[src/design/rtprb_pkg.sv]
// ----------------------------------------------------------------------------
// rtprb_pkg
// Types and fixed constants shared by the rtp reorder buffer modules.
// ----------------------------------------------------------------------------
package rtprb_pkg;

    localparam int unsigned SEQ_W         = 16;
    localparam int unsigned LEN_W         = 12;
    localparam int unsigned LOST_W        = 32;
    localparam int unsigned DEPTH_W       = 7;
    localparam int unsigned SLOT_PORT_W   = 6;
    localparam int unsigned EXTW_W        = 16;
    localparam int unsigned BYTE_W        = 8;

    localparam int unsigned MIN_DGRAM_LEN = 12;
    localparam int unsigned EXT_HDR_BYTES = 4;
    localparam logic [1:0]  RTP_VERSION   = 2'd2;
    localparam logic [DEPTH_W-1:0] DEPTH_RESET = 7'd8;

    typedef struct packed {
        logic             ok;
        logic [LEN_W-1:0] hdr_len;
        logic [LEN_W-1:0] pkt_len;
    } parse_result_t;

    typedef struct packed {
        logic             filled;
        logic [SEQ_W-1:0] seq;
        logic [LEN_W-1:0] hdr_len;
        logic [LEN_W-1:0] pkt_len;
    } slot_entry_t;

endpackage

[src/design/rtp_reorder_buffer.sv]
// ----------------------------------------------------------------------------
// rtp_reorder_buffer
// Reorders rtp packet descriptors by sequence number through a slot ring.
// ----------------------------------------------------------------------------
// A request is taken when start is high and busy is low; busy then stays high
// while the request is worked through, and the final release of the request is
// shown in the first cycle with busy low again. Releases come out
// one per strobe cycle and cannot be held off; last marks the final one of a
// request. A rejected datagram returns to idle from the check state. Otherwise a
// small sequencer works through one slot memory with one read and one write
// port: each memory read is made in a read state and judged in the state after,
// and a request walks the slots while the head is forced forward, stores its
// packet and then releases packets in order. After reset the slot memory is
// cleared with busy high. RING_SLOTS must be a power of two.
// ----------------------------------------------------------------------------
module rtp_reorder_buffer #(
    parameter int RING_SLOTS = 64,
    parameter int SLOT_BYTES = 2048
) (
    input  logic                               clk,
    input  logic                               rst_n,
    input  logic                               start,
    output logic                               busy,
    input  logic [rtprb_pkg::BYTE_W-1:0]       first_byte,
    input  logic [rtprb_pkg::SEQ_W-1:0]        seq_number,
    input  logic [rtprb_pkg::LEN_W-1:0]        dgram_len,
    input  logic [rtprb_pkg::EXTW_W-1:0]       ext_len,
    input  logic [rtprb_pkg::BYTE_W-1:0]       last_byte,
    input  logic                               cfg_we,
    input  logic [rtprb_pkg::DEPTH_W-1:0]      cfg_wdata,
    output logic                               strobe,
    output logic [rtprb_pkg::SLOT_PORT_W-1:0]  slot_index,
    output logic [rtprb_pkg::SEQ_W-1:0]        seq_out,
    output logic [rtprb_pkg::LEN_W-1:0]        header_len,
    output logic [rtprb_pkg::LEN_W-1:0]        packet_len,
    output logic [rtprb_pkg::LOST_W-1:0]       lost_total,
    output logic                               last
);

    localparam int IDX_W  = $clog2(RING_SLOTS);
    localparam int CNT_W  = IDX_W + 1;
    localparam int DIFF_W = rtprb_pkg::SEQ_W + 1;

    localparam logic [3:0] S_CLEAR = 4'd0;
    localparam logic [3:0] S_IDLE  = 4'd1;
    localparam logic [3:0] S_CHECK = 4'd2;
    localparam logic [3:0] S_WREAD = 4'd3;
    localparam logic [3:0] S_WEVAL = 4'd4;
    localparam logic [3:0] S_SKIP  = 4'd5;
    localparam logic [3:0] S_IREAD = 4'd6;
    localparam logic [3:0] S_IEVAL = 4'd7;
    localparam logic [3:0] S_DREAD = 4'd8;
    localparam logic [3:0] S_DEVAL = 4'd9;
    localparam logic [3:0] S_DONE  = 4'd10;

    // control state
    logic [3:0]                        state_reg, state_next;
    logic [IDX_W-1:0]                  clr_reg, clr_next;
    logic                              started_reg, started_next;
    logic [rtprb_pkg::SEQ_W-1:0]       exp_reg, exp_next;
    logic [CNT_W-1:0]                  pending_reg, pending_next;
    logic [rtprb_pkg::LOST_W-1:0]      lost_reg, lost_next;
    logic [rtprb_pkg::DEPTH_W-1:0]     depth_reg;
    logic [CNT_W-1:0]                  walk_reg, walk_next;
    logic [rtprb_pkg::SEQ_W-1:0]       skip_reg, skip_next;
    logic                              hold_valid_reg, hold_valid_next;
    logic                              strobe_reg, strobe_next;

    // request and result payload
    logic [rtprb_pkg::BYTE_W-1:0]      fb_reg;
    logic [rtprb_pkg::SEQ_W-1:0]       seq_reg;
    logic [rtprb_pkg::LEN_W-1:0]       len_reg;
    logic [rtprb_pkg::EXTW_W-1:0]      extw_reg;
    logic [rtprb_pkg::BYTE_W-1:0]      lastb_reg;
    logic [rtprb_pkg::SLOT_PORT_W-1:0] hold_slot_reg, hold_slot_next;
    rtprb_pkg::slot_entry_t            hold_ent_reg, hold_ent_next;
    logic [rtprb_pkg::LOST_W-1:0]      hold_lost_reg, hold_lost_next;
    logic [rtprb_pkg::SLOT_PORT_W-1:0] o_slot_reg, o_slot_next;
    rtprb_pkg::slot_entry_t            o_ent_reg, o_ent_next;
    logic [rtprb_pkg::LOST_W-1:0]      o_lost_reg, o_lost_next;
    logic                              o_last_reg, o_last_next;

    // slot memory
    rtprb_pkg::slot_entry_t            slot_mem [RING_SLOTS];
    rtprb_pkg::slot_entry_t            rd_reg;
    logic                              mem_we;
    logic [IDX_W-1:0]                  mem_waddr;
    rtprb_pkg::slot_entry_t            mem_wdata;
    logic [IDX_W-1:0]                  mem_raddr;

    rtprb_pkg::parse_result_t          parsed;

    logic                              accept;
    logic [rtprb_pkg::SEQ_W-1:0]       exp_eff;
    logic [rtprb_pkg::SEQ_W-1:0]       diff;
    logic [DIFF_W-1:0]                 depth_c;
    logic [DIFF_W-1:0]                 k_c;
    logic [DIFF_W-1:0]                 walk_c;
    logic                              hit;
    logic                              release_fire;
    logic [IDX_W-1:0]                  exp_idx;
    logic [IDX_W-1:0]                  seq_idx;

    rtprb_parse #(
        .SLOT_BYTES (SLOT_BYTES)
    ) u_parse (
        .first_byte (fb_reg),
        .dgram_len  (len_reg),
        .ext_len    (extw_reg),
        .last_byte  (lastb_reg),
        .result     (parsed)
    );

    assign busy    = (state_reg != S_IDLE);
    assign accept  = start && !busy;
    assign exp_idx = exp_reg[IDX_W-1:0];
    assign seq_idx = seq_reg[IDX_W-1:0];
    assign hit     = rd_reg.filled && (rd_reg.seq == exp_reg);

    // head position and forced advance length
    always_comb
    begin
        exp_eff = started_reg ? exp_reg : seq_reg;
        diff    = seq_reg - exp_eff;
        depth_c = DIFF_W'(depth_reg);
        if (depth_c == '0)
        begin
            depth_c = DIFF_W'(1);
        end
        else if (depth_c > DIFF_W'(RING_SLOTS))
        begin
            depth_c = DIFF_W'(RING_SLOTS);
        end
        k_c    = DIFF_W'(diff) - depth_c + DIFF_W'(1);
        walk_c = (k_c < DIFF_W'(RING_SLOTS)) ? k_c : DIFF_W'(RING_SLOTS);
    end

    always_comb
    begin
        state_next      = state_reg;
        clr_next        = clr_reg;
        started_next    = started_reg;
        exp_next        = exp_reg;
        pending_next    = pending_reg;
        lost_next       = lost_reg;
        walk_next       = walk_reg;
        skip_next       = skip_reg;
        hold_valid_next = hold_valid_reg;
        hold_slot_next  = hold_slot_reg;
        hold_ent_next   = hold_ent_reg;
        hold_lost_next  = hold_lost_reg;
        strobe_next     = 1'b0;
        o_slot_next     = o_slot_reg;
        o_ent_next      = o_ent_reg;
        o_lost_next     = o_lost_reg;
        o_last_next     = o_last_reg;
        mem_we          = 1'b0;
        mem_waddr       = exp_idx;
        mem_wdata       = rd_reg;
        mem_wdata.filled = 1'b0;
        mem_raddr       = exp_idx;
        release_fire    = 1'b0;

        unique case (state_reg)
            S_CLEAR:
            begin
                mem_we    = 1'b1;
                mem_waddr = clr_reg;
                mem_wdata = '0;
                clr_next  = clr_reg + IDX_W'(1);
                if (clr_reg == {IDX_W{1'b1}})
                begin
                    state_next = S_IDLE;
                end
            end
            S_IDLE:
            begin
                if (accept)
                begin
                    state_next = S_CHECK;
                end
            end
            S_CHECK:
            begin
                if (!parsed.ok)
                begin
                    state_next = S_IDLE;
                end
                else
                begin
                    started_next = 1'b1;
                    exp_next     = exp_eff;
                    walk_next    = CNT_W'(walk_c);
                    skip_next    = rtprb_pkg::SEQ_W'(k_c - walk_c);
                    if (diff[rtprb_pkg::SEQ_W-1])
                    begin
                        state_next = S_IDLE;
                    end
                    else if (DIFF_W'(diff) >= depth_c)
                    begin
                        state_next = S_WREAD;
                    end
                    else
                    begin
                        state_next = S_IREAD;
                    end
                end
            end
            S_WREAD:
            begin
                state_next = S_WEVAL;
            end
            S_WEVAL:
            begin
                if (hit)
                begin
                    release_fire = 1'b1;
                    mem_we       = 1'b1;
                end
                else
                begin
                    lost_next = lost_reg + rtprb_pkg::LOST_W'(1);
                end
                exp_next  = exp_reg + rtprb_pkg::SEQ_W'(1);
                walk_next = walk_reg - CNT_W'(1);
                state_next = (walk_reg == CNT_W'(1)) ? S_SKIP : S_WREAD;
            end
            S_SKIP:
            begin
                lost_next  = lost_reg + rtprb_pkg::LOST_W'(skip_reg);
                exp_next   = exp_reg + skip_reg;
                state_next = S_IREAD;
            end
            S_IREAD:
            begin
                mem_raddr  = seq_idx;
                state_next = S_IEVAL;
            end
            S_IEVAL:
            begin
                if (rd_reg.filled)
                begin
                    if (rd_reg.seq != seq_reg)
                    begin
                        lost_next = lost_reg + rtprb_pkg::LOST_W'(1);
                    end
                    state_next = S_DONE;
                end
                else
                begin
                    mem_we            = 1'b1;
                    mem_waddr         = seq_idx;
                    mem_wdata.filled  = 1'b1;
                    mem_wdata.seq     = seq_reg;
                    mem_wdata.hdr_len = parsed.hdr_len;
                    mem_wdata.pkt_len = parsed.pkt_len;
                    pending_next      = pending_reg + CNT_W'(1);
                    state_next        = S_DREAD;
                end
            end
            S_DREAD:
            begin
                state_next = (pending_reg == '0) ? S_DONE : S_DEVAL;
            end
            S_DEVAL:
            begin
                if (hit)
                begin
                    release_fire = 1'b1;
                    mem_we       = 1'b1;
                    exp_next     = exp_reg + rtprb_pkg::SEQ_W'(1);
                    state_next   = S_DREAD;
                end
                else
                begin
                    state_next = S_DONE;
                end
            end
            S_DONE:
            begin
                if (hold_valid_reg)
                begin
                    strobe_next     = 1'b1;
                    o_slot_next     = hold_slot_reg;
                    o_ent_next      = hold_ent_reg;
                    o_lost_next     = hold_lost_reg;
                    o_last_next     = 1'b1;
                    hold_valid_next = 1'b0;
                end
                state_next = S_IDLE;
            end
            default:
            begin
                state_next = S_IDLE;
            end
        endcase

        // one result is held back so that the final one can carry last
        if (release_fire)
        begin
            if (pending_reg != '0)
            begin
                pending_next = pending_reg - CNT_W'(1);
            end
            if (hold_valid_reg)
            begin
                strobe_next = 1'b1;
                o_slot_next = hold_slot_reg;
                o_ent_next  = hold_ent_reg;
                o_lost_next = hold_lost_reg;
                o_last_next = 1'b0;
            end
            hold_valid_next = 1'b1;
            hold_slot_next  = rtprb_pkg::SLOT_PORT_W'(exp_idx);
            hold_ent_next   = rd_reg;
            hold_lost_next  = lost_reg;
        end
    end

    always_ff @(posedge clk or negedge rst_n)
    begin
        if (!rst_n)
        begin
            state_reg      <= S_CLEAR;
            clr_reg        <= '0;
            started_reg    <= 1'b0;
            exp_reg        <= '0;
            pending_reg    <= '0;
            lost_reg       <= '0;
            depth_reg      <= rtprb_pkg::DEPTH_RESET;
            walk_reg       <= '0;
            skip_reg       <= '0;
            hold_valid_reg <= 1'b0;
            strobe_reg     <= 1'b0;
        end
        else
        begin
            state_reg      <= state_next;
            clr_reg        <= clr_next;
            started_reg    <= started_next;
            exp_reg        <= exp_next;
            pending_reg    <= pending_next;
            lost_reg       <= lost_next;
            walk_reg       <= walk_next;
            skip_reg       <= skip_next;
            hold_valid_reg <= hold_valid_next;
            strobe_reg     <= strobe_next;
            if (cfg_we)
            begin
                depth_reg <= cfg_wdata;
            end
        end
    end

    always_ff @(posedge clk)
    begin
        if (accept)
        begin
            fb_reg    <= first_byte;
            seq_reg   <= seq_number;
            len_reg   <= dgram_len;
            extw_reg  <= ext_len;
            lastb_reg <= last_byte;
        end
        hold_slot_reg <= hold_slot_next;
        hold_ent_reg  <= hold_ent_next;
        hold_lost_reg <= hold_lost_next;
        o_slot_reg    <= o_slot_next;
        o_ent_reg     <= o_ent_next;
        o_lost_reg    <= o_lost_next;
        o_last_reg    <= o_last_next;
    end

    always_ff @(posedge clk)
    begin
        if (mem_we)
        begin
            slot_mem[mem_waddr] <= mem_wdata;
        end
        rd_reg <= slot_mem[mem_raddr];
    end

    assign strobe     = strobe_reg;
    assign slot_index = o_slot_reg;
    assign seq_out    = o_ent_reg.seq;
    assign header_len = o_ent_reg.hdr_len;
    assign packet_len = o_ent_reg.pkt_len;
    assign lost_total = o_lost_reg;
    assign last       = o_last_reg;

    // no held release may survive into idle
    a_idle_no_hold: assert property (@(posedge clk) disable iff (!rst_n)
        (state_reg == S_IDLE) |-> !hold_valid_reg)
        else $error("held release left behind at idle");

    // a release without last always leaves another one held
    a_more_follows: assert property (@(posedge clk) disable iff (!rst_n)
        (strobe_reg && !o_last_reg) |-> hold_valid_reg)
        else $error("release without last but nothing held");

    // stored packet count never exceeds the ring
    a_pending_bound: assert property (@(posedge clk) disable iff (!rst_n)
        pending_reg <= CNT_W'(RING_SLOTS))
        else $error("pending count beyond ring size");

    // forced walk never runs on an empty count
    a_walk_nonzero: assert property (@(posedge clk) disable iff (!rst_n)
        ((state_reg == S_WREAD) || (state_reg == S_WEVAL)) |-> (walk_reg != '0))
        else $error("walk with zero slots left");

    // a request is only taken once the clearing pass is over
    a_clear_first: assert property (@(posedge clk) disable iff (!rst_n)
        (state_reg == S_CHECK) |-> ($past(state_reg) == S_IDLE))
        else $error("request taken outside idle");

endmodule

[src/design/rtprb_parse.sv]
// ----------------------------------------------------------------------------
// rtprb_parse
// Header checks, header length and padding removal for one rtp datagram.
// ----------------------------------------------------------------------------
module rtprb_parse #(
    parameter int SLOT_BYTES = 2048
) (
    input  logic [rtprb_pkg::BYTE_W-1:0] first_byte,
    input  logic [rtprb_pkg::LEN_W-1:0]  dgram_len,
    input  logic [rtprb_pkg::EXTW_W-1:0] ext_len,
    input  logic [rtprb_pkg::BYTE_W-1:0] last_byte,
    output rtprb_pkg::parse_result_t     result
);

    localparam int unsigned CALC_W = 19;

    logic              pad_bit;
    logic              ext_bit;
    logic [CALC_W-1:0] len_w;
    logic [CALC_W-1:0] hdr_base;
    logic [CALC_W-1:0] hdr_ext;
    logic [CALC_W-1:0] hdr;
    logic [CALC_W-1:0] room;
    logic [CALC_W-1:0] pad_w;
    logic [CALC_W-1:0] eff;
    logic              len_ok;
    logic              hdr_ok;
    logic              pad_ok;

    always_comb
    begin
        pad_bit  = first_byte[5];
        ext_bit  = first_byte[4];
        len_w    = CALC_W'(dgram_len);
        hdr_base = CALC_W'(rtprb_pkg::MIN_DGRAM_LEN) + CALC_W'({first_byte[3:0], 2'b00});
        hdr_ext  = hdr_base + CALC_W'(rtprb_pkg::EXT_HDR_BYTES) + CALC_W'({ext_len, 2'b00});
        hdr      = ext_bit ? hdr_ext : hdr_base;
        room     = len_w - hdr;
        pad_w    = pad_bit ? CALC_W'(last_byte) : '0;
        eff      = len_w - pad_w;

        len_ok   = (len_w >= CALC_W'(rtprb_pkg::MIN_DGRAM_LEN))
                && (len_w <= CALC_W'(SLOT_BYTES))
                && (first_byte[7:6] == rtprb_pkg::RTP_VERSION);
        hdr_ok   = (len_w >= hdr_base) && (!ext_bit || (len_w >= hdr_ext));
        pad_ok   = (pad_w <= room) && (eff <= CALC_W'(SLOT_BYTES));

        result.ok      = len_ok && hdr_ok && pad_ok;
        result.hdr_len = rtprb_pkg::LEN_W'(hdr);
        result.pkt_len = rtprb_pkg::LEN_W'(eff);
    end

endmodule
[config.mk]
export PLATFORM = sky130hd
export DESIGN_NAME = rtp_reorder_buffer
export DESIGN_NICKNAME = d
export VERILOG_FILES = /design/src/design/rtprb_pkg.sv /design/src/design/rtp_reorder_buffer.sv /design/src/design/rtprb_parse.sv
export SDC_FILE = /design/constraint.sdc
export NUM_CORES = 2
export LEC_CHECK = 0
export ABC_AREA = 1
export BUFFER_PORTS_ARGS = -buffer_cell sky130_fd_sc_hd__buf_2
export CAP_MARGIN = 20
export CORE_MARGIN = 2
export CORE_UTILIZATION = 40
export DETAILED_ROUTE_END_ITERATION = 7
export SYNTH_ARGS = -nofsm -noshare
export SYNTH_HDL_FRONTEND = slang
export SYNTH_SLANG_ARGS = --single-unit
export TNS_END_PERCENT = 30
[constraint.sdc]
create_clock -name clk -period 19.2 [get_ports clk]
set_input_delay 1.92 -clock clk [delete_from_list [all_inputs] [get_ports clk]]
set_output_delay 1.92 -clock clk [all_outputs]
set_load 0.1 [all_outputs]
==> metrics.cfg <==
[run_status]
status = finished, final reports clean

[worst_setup_path]
r2r_slack_ns = 12.42
path_common_cell = nand2_1
r2r-start = started_reg$_DFFE_PN0P_
worstPathRequired_ns = 20.03
crit_slowest_cell = dfrtp_1
end_kind = flip-flop
cp-start-kind = flip-flop
max_stage_delay_ns = 0.73
critPathKind = reg2reg
cp.arrival_ns = 7.61
worst-path-max-fanout = 21
cp-startpoint = started_reg$_DFFE_PN0P_

[clock_tree]
cts_buffers = 321
htreeDepth = 5
cts-root-buf = clkbuf_16
hold_buffers = 0
cts_tree = built
clk_latency_ns = 0.98
cts.sinks = 2980
cts_resized = 0
path_clk_slew_ns = 0.06
clockBufferDepth = 4
postCtsSetupRepairBufs = 0

[place]
io_buffers = 151
dp_slack_ns = 12.54
gp_congestion = 0.959
dp_hpwl_um = 192000

[drt]
routed_wirelength_um = 364000
dr.first_iter.drc_count = 10700
wl_met2_um = 167000
wl_per_cell_um = 25.4
via_count = 83300
top_layer_used = met5
drt.antenna.violating_nets = 0
route.met3.wl_um = 34100
first_pass_iters = 5
drc = 0
post_drt_via_cell_ratio = 5.83
drt-met1-wl_um = 151000

[synthesis]
async_flop_share = 0.0329
synthCells = 9933
synth_top_family_by_area = compound AO/OA/AOI/OAI gates
postSynthAreaPerCell_um2 = 12.4
synth-xor-area-share = 0.00807
synth-seq-cells = 2980
yosysWarnings = 0
synthDistinctLibCells = 65
synth_simple_gate_area_share = 0.0939
synth_mux_area_frac = 0.000275
synthAdderAreaFrac = 0.0150
synth_fp_nets = 10100
syn_area_um2 = 123000
synth_compound_area_frac = 0.131
synth_edf_count = 2841
ys.flop_type = edfxtp_1
seq_area_frac_synth = 0.722

[floorplanning]
start_util = 0.401
fp-row-count = 203
dieArea_um2 = 311000
die_h_um = 558
core-area_um2 = 306000
ioPinCount = 152
die_x_um = 558

[global_route]
grt_max_degree = 222
track_usage = 0.226
overflow = 0
grt_pass1_vias = 78600
antenna_found_initial = 13
grt_pass1_wl_um = 525000

[layout]
syn_to_final_growth_pct = 12.7
fillers = 27100
final_nets = 10200
fin_util = 0.452
seqCellArea_um2 = 88600
drive_gt1_frac = 0.0924
multi_input_area_um2 = 31200
final_common_cell = edfxtp_1
final_cell_mix = edfxtp_1, nor2_1, o21ai_0
largest_register_ff_count = 2624

[hold_path]
worst_hold_path_type = reg2reg
min_from = rd_reg[16]$_DFF_P_

[pwr]
power_mw = 23.6
peakVddDrop_mv = 0.159
p_leak_nw = 46.6
power.density_nw_per_um2 = 170

[sta]
finClkSkew_ns = 0.0665
setup_violations = 0
finalHoldViolCount = 0
maxSlewHeadroom = 0.215
drv_slew = 0
rsz0062_at_grt = false
clock.fmax_ghz = 0.147
finalSetupTns_ns = 0
post-route-period-util = 0.353
fin_crit_ns = 6.78
setup_slack_ns = 12.42
worst_pin_slew_ns = 1.18

[flow_run]
drv_cap = 0

==> worst max-delay path: cells and delay by family (launching register included) <==
kind / cells / cell delay [ns]
simple gates: 13 / 1.65
fa+ha+maj: 3 / 0.96
buf+inv: 3 / 0.46
compound gates: 14 / 2.37
xor+xnor: 2 / 0.48
flops: 1 / 0.73
==> cells by family (layout without fill, tap and decap cells) <==
family	after synthesis	after routing
flip-flops	2980	2980
AND/OR/NAND/NOR	2895	2895
AO/OA/AOI/OAI	2865	2865
buffers and inverters	934	1196
adder cells (fa/ha/maj)	142	142
XOR/XNOR	113	113
multiplexers	3	3
other	1	7
==> final cells by class <==
cell class / count / share of cell area
diodes: 6 / 0.000109
clock buffers: 421 / 0.0629
clock inverters: 135 / 0.00786
inverters: 309 / 0.00874
multi-input cells: 6019 / 0.226
flip-flops and latches: 2980 / 0.641
well taps: 4100 / 0.0371
repair buffers: 331 / 0.0169
==> cell usage after synthesis, types with 5 or more instances <==
| cell | n | area (µm²) |
|---|---|---|
| xor2_1 | 71 | 622 |
| clkinv_1 | 5 | 18.8 |
| nor2_2 | 7 | 43.8 |
| o221ai_1 | 168 | 1470 |
| nand2_2 | 19 | 119 |
| o21bai_1 | 6 | 45.0 |
| o21ai_0 | 1692 | 8470 |
| dfrtp_1 | 97 | 2430 |
| nand4_1 | 43 | 269 |
| ha_1 | 134 | 1680 |
| a31oi_1 | 6 | 37.5 |
| dfxtp_1 | 41 | 821 |
| xnor2_1 | 42 | 368 |
| fa_1 | 8 | 160 |
| inv_2 | 18 | 67.6 |
| nor3_1 | 23 | 115 |
| inv_1 | 286 | 1070 |
| buf_2 | 113 | 566 |
| buf_1 | 17 | 63.8 |
| buf_4 | 5 | 37.5 |
| or2_2 | 11 | 68.8 |
| o21ai_1 | 91 | 455 |
| a21o_1 | 5 | 37.5 |
| a21oi_1 | 181 | 906 |
| nand2_1 | 699 | 2620 |
| clkbuf_1 | 489 | 1840 |
| nand3_1 | 206 | 1030 |
| o22ai_1 | 666 | 4170 |
| o211ai_1 | 7 | 52.6 |
| a22o_1 | 7 | 61.3 |
| nor4_1 | 8 | 50.1 |
| nor2_1 | 1853 | 6960 |
| nand3_2 | 7 | 70.1 |
| nand3b_1 | 8 | 60.1 |
| edfxtp_1 | 2841 | 85300 |
==> final timing paths <==
kind	to	cells after the start
worst max-delay path	skip_reg[8]$_DFFE_PN0P_	35
worst min-delay path	hold_ent_reg[16]$_DFFE_PP_	0
worst max register to register	skip_reg[8]$_DFFE_PN0P_	35
worst min register to register	hold_ent_reg[16]$_DFFE_PP_	0
max in group asynchronous	state_reg[3]$_DFFE_PN0P_	2
min in group asynchronous	lost_reg[4]$_DFFE_PN0P_	1
==> per-layer routing <==
metal,vias up,global-route usage
li1,36600,-
met1,41800,0.317
met2,4177,0.358
met3,741,0.0394
met4,6,0.0728
met5,-,0
==> through the flow <==
stage | instance area (µm²) | cells | hold slack, ns
2_1_floorplan | 123000 | 9933 | 0.408
3_3_place_gp | 128000 | 13700 | 0.426
3_5_place_dp | 128000 | 13700 | 0.429
4_1_cts | 138000 | 14300 | 0.443
5_1_grt | 138000 | 14300 | 0.453
6_report | 138000 | 14300 | 0.443
==> power breakdown <==
| part | internal, mW | total [mW] | switching (mW) | leakage [nW] |
|---|---|---|---|---|
| logic | 2.13 | 8.63 | 6.50 | 13.9 |
| registers | 8.76 | 9.07 | 0.306 | 27.9 |
| clock network | 3.39 | 5.85 | 2.46 | 4.77 |
Power figures use the tool's default switching activity.
